**src/rtl/sbs_pkg.sv**
```systemverilog
// ----------------------------------------------------------------------------
// sbs_pkg - sorted table binary search shared types
// Field widths, command codes and the search sequencer state type.
// ----------------------------------------------------------------------------
package sbs_pkg;

	localparam int unsigned INDEX_W = 8;
	localparam int unsigned COUNT_W = 9;
	localparam int unsigned POS_W   = 8;
	localparam int unsigned KEY_IN_W = 32;

	typedef enum logic {
		CMD_WRITE  = 1'b0,
		CMD_SEARCH = 1'b1
	} cmd_t;

	typedef enum logic [1:0] {
		ST_IDLE,
		ST_PROBE,
		ST_EMPTY
	} state_t;

endpackage

```
**src/rtl/sbs_search_ctrl.sv**
```systemverilog
// ----------------------------------------------------------------------------
// sbs_search_ctrl - request intake and binary search sequencer
// Writes keys into the table, walks the probe sequence one read per cycle
// and holds the result in an output register.
// ----------------------------------------------------------------------------
module sbs_search_ctrl #(
	parameter int unsigned TABLE_DEPTH = 256,
	parameter int unsigned KEY_BITS    = 32,
	parameter int unsigned ADDR_W      = 8,
	parameter int unsigned CNT_W       = 9
) (
	input  logic                                 clk,
	input  logic                                 arst_n,
	input  logic [CNT_W-1:0]                     entries,
	input  logic                                 in_valid,
	output logic                                 in_stall,
	input  logic                                 command,
	input  logic [sbs_pkg::INDEX_W-1:0]          entry_index,
	input  logic signed [sbs_pkg::KEY_IN_W-1:0]  key_value,
	output logic                                 out_valid,
	input  logic                                 out_stall,
	output logic                                 found,
	output logic [sbs_pkg::POS_W-1:0]            position,
	output logic                                 ram_wr_en,
	output logic [ADDR_W-1:0]                    ram_wr_addr,
	output logic [KEY_BITS-1:0]                  ram_wr_data,
	output logic                                 ram_rd_en,
	output logic [ADDR_W-1:0]                    ram_rd_addr,
	input  logic [KEY_BITS-1:0]                  ram_rd_data
);

	localparam int unsigned IDX_CMP_W = (CNT_W > sbs_pkg::INDEX_W) ? CNT_W : sbs_pkg::INDEX_W;

	sbs_pkg::state_t state_q, state_d;

	logic signed [KEY_BITS-1:0] target_q;
	logic [CNT_W-1:0]           lo_q, hi_q, mid_q;
	logic [CNT_W-1:0]           lo_d, hi_d, mid_d;
	logic                       out_valid_q, found_q;
	logic [sbs_pkg::POS_W-1:0]  position_q;

	logic                       accept, out_free;
	logic signed [KEY_BITS-1:0] key_norm, probe;
	logic                       hit, go_up, more;
	logic [CNT_W-1:0]           lo_n, hi_n;
	logic [CNT_W:0]             mid_sum;
	logic                       res_load, res_found;
	logic [CNT_W-1:0]           first_mid;

	// sign-extend or cut the incoming key to the table width
	assign key_norm = KEY_BITS'(key_value);
	assign probe    = ram_rd_data;

	assign out_free = !out_valid_q || !out_stall;
	assign in_stall = (state_q != sbs_pkg::ST_IDLE);
	assign accept   = in_valid && !in_stall;

	assign ram_wr_en   = accept && (command == sbs_pkg::CMD_WRITE)
	                     && (IDX_CMP_W'(entry_index) < IDX_CMP_W'(TABLE_DEPTH));
	assign ram_wr_addr = ADDR_W'(entry_index);
	assign ram_wr_data = key_norm;

	// next range after a miss on the current probe
	assign hit     = (probe == target_q);
	assign go_up   = (target_q > probe);
	assign lo_n    = go_up ? (mid_q + CNT_W'(1)) : lo_q;
	assign hi_n    = go_up ? hi_q : mid_q;
	assign more    = (lo_n < hi_n);
	assign mid_sum = ({1'b0, lo_n} + {1'b0, hi_n} - (CNT_W+1)'(1)) >> 1;
	assign first_mid = (entries - CNT_W'(1)) >> 1;

	always_comb begin
		state_d   = state_q;
		lo_d      = lo_q;
		hi_d      = hi_q;
		mid_d     = mid_q;
		ram_rd_en = 1'b0;
		ram_rd_addr = ADDR_W'(mid_q);
		res_load  = 1'b0;
		res_found = 1'b0;
		unique case (state_q)
			sbs_pkg::ST_IDLE: begin
				ram_rd_addr = ADDR_W'(first_mid);
				if (accept && (command == sbs_pkg::CMD_SEARCH)) begin
					if (entries == '0) begin
						state_d = sbs_pkg::ST_EMPTY;
					end else begin
						ram_rd_en = 1'b1;
						lo_d      = '0;
						hi_d      = entries;
						mid_d     = first_mid;
						state_d   = sbs_pkg::ST_PROBE;
					end
				end
			end
			sbs_pkg::ST_PROBE: begin
				if (hit || !more) begin
					// wait here until the output register can take the result
					if (out_free) begin
						res_load  = 1'b1;
						res_found = hit;
						state_d   = sbs_pkg::ST_IDLE;
					end
				end else begin
					ram_rd_en   = 1'b1;
					ram_rd_addr = ADDR_W'(mid_sum[CNT_W-1:0]);
					lo_d        = lo_n;
					hi_d        = hi_n;
					mid_d       = mid_sum[CNT_W-1:0];
				end
			end
			sbs_pkg::ST_EMPTY: begin
				if (out_free) begin
					res_load = 1'b1;
					state_d  = sbs_pkg::ST_IDLE;
				end
			end
			default: begin
				state_d = sbs_pkg::ST_IDLE;
			end
		endcase
	end

	always_ff @(posedge clk or negedge arst_n) begin
		if (!arst_n) begin
			state_q     <= sbs_pkg::ST_IDLE;
			out_valid_q <= 1'b0;
		end else begin
			state_q <= state_d;
			if (res_load) begin
				out_valid_q <= 1'b1;
			end else if (!out_stall) begin
				out_valid_q <= 1'b0;
			end
		end
	end

	always_ff @(posedge clk) begin
		lo_q  <= lo_d;
		hi_q  <= hi_d;
		mid_q <= mid_d;
		if (accept) begin
			target_q <= key_norm;
		end
		if (res_load) begin
			found_q    <= res_found;
			position_q <= res_found ? sbs_pkg::POS_W'(mid_q) : '0;
		end
	end

	assign out_valid = out_valid_q;
	assign found     = found_q;
	assign position  = position_q;

endmodule

```
**config.mk**
```make
export PLATFORM = sky130hd
export DESIGN_NAME = sbs_search_ctrl
export DESIGN_NICKNAME = d
export VERILOG_FILES = /design/src/rtl/sbs_pkg.sv /design/src/rtl/sbs_search_ctrl.sv
export SDC_FILE = /design/constraint.sdc
export NUM_CORES = 1
export LEC_CHECK = 0
export ABC_AREA = 0
export BUFFER_PORTS_ARGS = -buffer_cell sky130_fd_sc_hd__buf_2
export CORE_UTILIZATION = 35
export CTS_BUF_LIST = sky130_fd_sc_hd__clkbuf_2
export DETAILED_ROUTE_END_ITERATION = 16
export PLACE_DENSITY = 0.64
export RECOVER_POWER = 50
export SYNTH_ARGS = -nofsm -noshare
export SYNTH_HDL_FRONTEND = slang
export SYNTH_SLANG_ARGS = --single-unit
```
**constraint.sdc**
```tcl
create_clock -name clk -period 6.8 [get_ports clk]
set_clock_uncertainty 0.1 [all_clocks]
set_input_delay 0.34 -clock clk [delete_from_list [all_inputs] [get_ports clk]]
set_output_delay 0.34 -clock clk [all_outputs]
set_load 0.005 [all_outputs]
```
==> reports/metrics.csv <==
stage,metric,value,unit
sta,f_max,159,MHz
cts,clock buffer depth,2,
pwr,Pleak,2.69,nW
drt,drt via density,4.87,
setup_path,"reg-to-reg slack, setup",1.01,ns
global_route,largest net degree at the start of global routing,40,
sta,final hold vios,0,
setup_path,"slowest stage cell, crit path",o31a_1,
setup_path,Worst EP arrival,5.85,ns
global_route,total track usage,16.3,%
placement,worst slack at placement,0.851,ns
synth,Mapped Cells,521,
sta,Tcrit/Tclk final,92.5,%
global_route,vias in the first global route,3933,
setup_path,Critical Path RT,6.36,ns
hold_path,worst hold path class,in2reg,
hold_path,Hold Path Depth,3,
global_route,Overflow after GRT,0,
setup_path,R2R Path Start,target_q[31],
setup_path,CP endpoint kind,output pin,
global_route,antenna violations before repair,1,
sta,fin. max-slew vios,35,
sta,final setup fails,0,
hold_path,Worst Hold Endpoint,state_q[1],
sta,RSZ-0062 raised after global routing,false,
hold_path,worst min-delay path startpoint,in_valid,
synth,asr flop ratio synth,4.23,%
drt,WL final,12200,µm
setup_path,CP cell instances,ha_1 > and2_1 > a221o_1 > a41oi_2 > nand3_1 > o211ai_1 > buf_4 > mux2i_1 > inv_1 > ha_1 > a21oi_1 > maj3_1 > and4bb_1 > or3_1 > o31a_1 > a21o_1 > a221o_1 > buf_2,
synth,post-synth cell types,55,
synth,post-synthesis sequential area ratio,41.6,%
drt,Final ANT Viol Nets,0,
setup_path,Crit path max-delay family,compound AO/OA/AOI/OAI gates,
floorplan,Die X,123,µm
synth,"EDFF count, synth",68,
synth,Synthesized Nets,667,
cts,TritonCTS Sinks,71,
setup_path,Worst R2R Path Depth,17,
setup_path,Worst Path Max Fanout,31,
cts,worst-skew pair later-pin latency,0.53,ns
cts,post-CTS setup buffer count,0,
setup_path,worst setup path class,reg2out,
floorplan,core area,14000,µm²
sta,worst-margin pin slew,1.85,ns
cells_and_area,fin util,43.3,%
setup_path,Startpoint Class,flop,
status,failing checks,"capacitance limit, slew limit",
cts,number of clock buffers inserted by TritonCTS,9,
drt,DR vias,4078,
synth,syn avg cell area,9.77,µm²
drt,WL/cell,14.5,µm
sta,final worst path period need,6.29,ns
drt,# DRC,0,
setup_path,reg-to-reg critical path endpoint,hi_q[3],
cts,clk slew on worst S/H paths,0.19,ns
synth,Post-synth top flop,edfxtp_1,
pwr,total design power,0.00256,W
cts,htree depth,3,
synth,number of synthesized register bits,71,
global_route,first-pass GRT wire length,18700,µm
sta,Setup TNS,0,ns
sta,WHS,0.0679,ns
pwr,Peak supply drop,0.224,mV
status,status,"complete, but fails checks",
placement,half-perimeter wire length after placement,9260,µm
synth,mapped cell area,5090,µm²
pwr,power density over the cells,422,nW/µm²
setup_path,max incr delay on CP,0.47,ns
placement,number of buffers added on ports,130,
floorplan,I/O Pins,147,
drt,1st-pass router iterations,4,
sta,final worst slack,0.509,ns
synth,synth warn,0,
cells_and_area,nets,797,
cts,CTS tree,done,
cells_and_area,share of cells above drive strength 1,15.9,%
sta,Slew headroom,-23.2,%
cells_and_area,Area growth syn-to-layout,19.3,%
floorplan,row cnt,43,
floorplan,Die H,123,µm
drt,Initial DRC Count,211,
setup_path,Worst Path Buf+Inv,3,
cts,Root Driver,clkbuf_2,
placement,gpl congestion,0.905,
floorplan,Starting Density,36.3,%
floorplan,area of the die,15000,µm²
flow_run,max_cap viols,1,
[layout by cell type, fill, tap and decap left out, types with 2 or more instances in the layout]
cell type	Yosys	layout
clkbuf_2	0	12
nand2b_1	5	5
mux2i_1	10	10
buf_4	40	4
and2_1	10	9
and3_1	7	7
nor3_1	7	7
maj3_1	2	2
o21ai_0	14	14
xor2_1	13	13
nand2_1	22	22
nand3_1	16	16
a21o_1	6	6
edfxtp_1	68	68
nand4_1	7	7
nor4_1	4	3
and4_1	2	2
a31oi_1	5	5
nor2_1	50	50
buf_2	3	79
ha_1	59	59
clkinv_2	0	3
dfrtp_1	3	3
xnor2_1	8	8
inv_1	63	63
clkinv_1	1	3
a22oi_1	4	3
clkbuf_1	8	50
a221o_1	7	7
or3_1	2	2
a21oi_1	43	43
dlygate4sd3_1	0	37
nor2b_1	5	5
o21a_1	2	2
[cell usage after synthesis, types with 2 or more instances]
master,n,area (µm²)
a22oi_1,4,30.0
o21a_1,2,15.0
dfrtp_1,3,75.1
xnor2_1,8,70.1
buf_1,2,7.51
a21oi_1,43,215
a31oi_1,5,31.3
nand4_1,7,43.8
nor3_1,7,35.0
nor2b_1,5,31.3
nand2_1,22,82.6
edfxtp_1,68,2040
xor2_1,13,114
or3_1,2,12.5
a221o_1,7,70.1
nor4_1,4,25.0
nand2b_1,5,31.3
nand3_1,16,80.1
and3_1,7,43.8
and4_1,2,17.5
buf_4,40,300
inv_1,63,236
nor2_1,50,188
maj3_1,2,20.0
ha_1,59,738
o21ai_0,14,70.1
mux2i_1,10,100
clkbuf_1,8,30.0
and2_1,10,62.6
buf_2,3,15.0
a21o_1,6,45.0
[worst max-delay path by stage]
stage                    startpoint              to  slack, ns  depth (start not counted)
floorplan           ram_rd_data[31]         hi_q[0]       0.70                         18
global placement    ram_rd_data[31]         hi_q[7]       0.97                         18
detailed placement  ram_rd_data[31]        mid_q[6]       0.85                         18
CTS                    target_q[31]  ram_rd_addr[1]       0.32                         17
global route           target_q[14]  ram_rd_addr[1]       0.03                         19
finish                 target_q[31]  ram_rd_addr[1]       0.51                         18
[what timing repair did]
action,4_1_cts,5_1_grt
hold buffers,37,0
hold endpoints to repair,37,0
gates resized for setup,0,1
setup endpoints to repair,0,6
[final cells by class]
cell class                      count  area (µm²)
Fill cell                        1337        7970
Sequential cell                    71        2120
Tap cell                          180         225
Clock inverter                      6        52.6
Inverter                           64         240
Multi-Input combinational cell    333        2390
Antenna cell                        1        2.50
Timing Repair Buffer              172         993
Clock buffer                       10        50.0
[kinds of logic (layout without fill, tap and decap cells)]
family	Yosys count	count (layout)	synth area share [%]
simple gates	143	143	13.8
buf+inv	117	252	11.6
compound gates	97	97	12.1
flops	71	71	41.6
fa+ha+maj	62	62	15.3
xor+xnor	21	21	3.61
mux	10	10	1.97
other cells	0	1	0
[worst min-delay path, cell delays in order]
cell and delay (ns):
buf_2 0.11, a31oi_1 0.08, a2bb2oi_1 0.13
[report_power, final]
group          switching, W  internal [W]  leakage, nW
logic              0.000937      0.000654         1.94
registers         0.0000873      0.000653        0.682
clock network      0.000149     0.0000823       0.0705
total               0.00117       0.00139         2.69
[sequential cells by signal, summed over array words and instances (netlist names)]
signal,flops
target_q,32
hi_q,9
lo_q,9
mid_q,9
position,8
state_q,2
found,1
out_valid,1
[metal layers]
layer	track usage, %	share of wire (%)	up-vias
met3	3.30	5.1	21
met4	6.48	2.2	0
met5	0	0	-
li1	-	-	2059
met1	20.8	43	1883
met2	27.0	49	115
[metrics by stage]
step	instances	instance area [µm²]
2_1_floorplan	521	5090
3_3_place_gp	783	5660
3_5_place_dp	783	5660
4_1_cts	836	6130
5_1_grt	837	6070
6_report	837	6070
No activity file was read; power rests on OpenSTA's default activity.
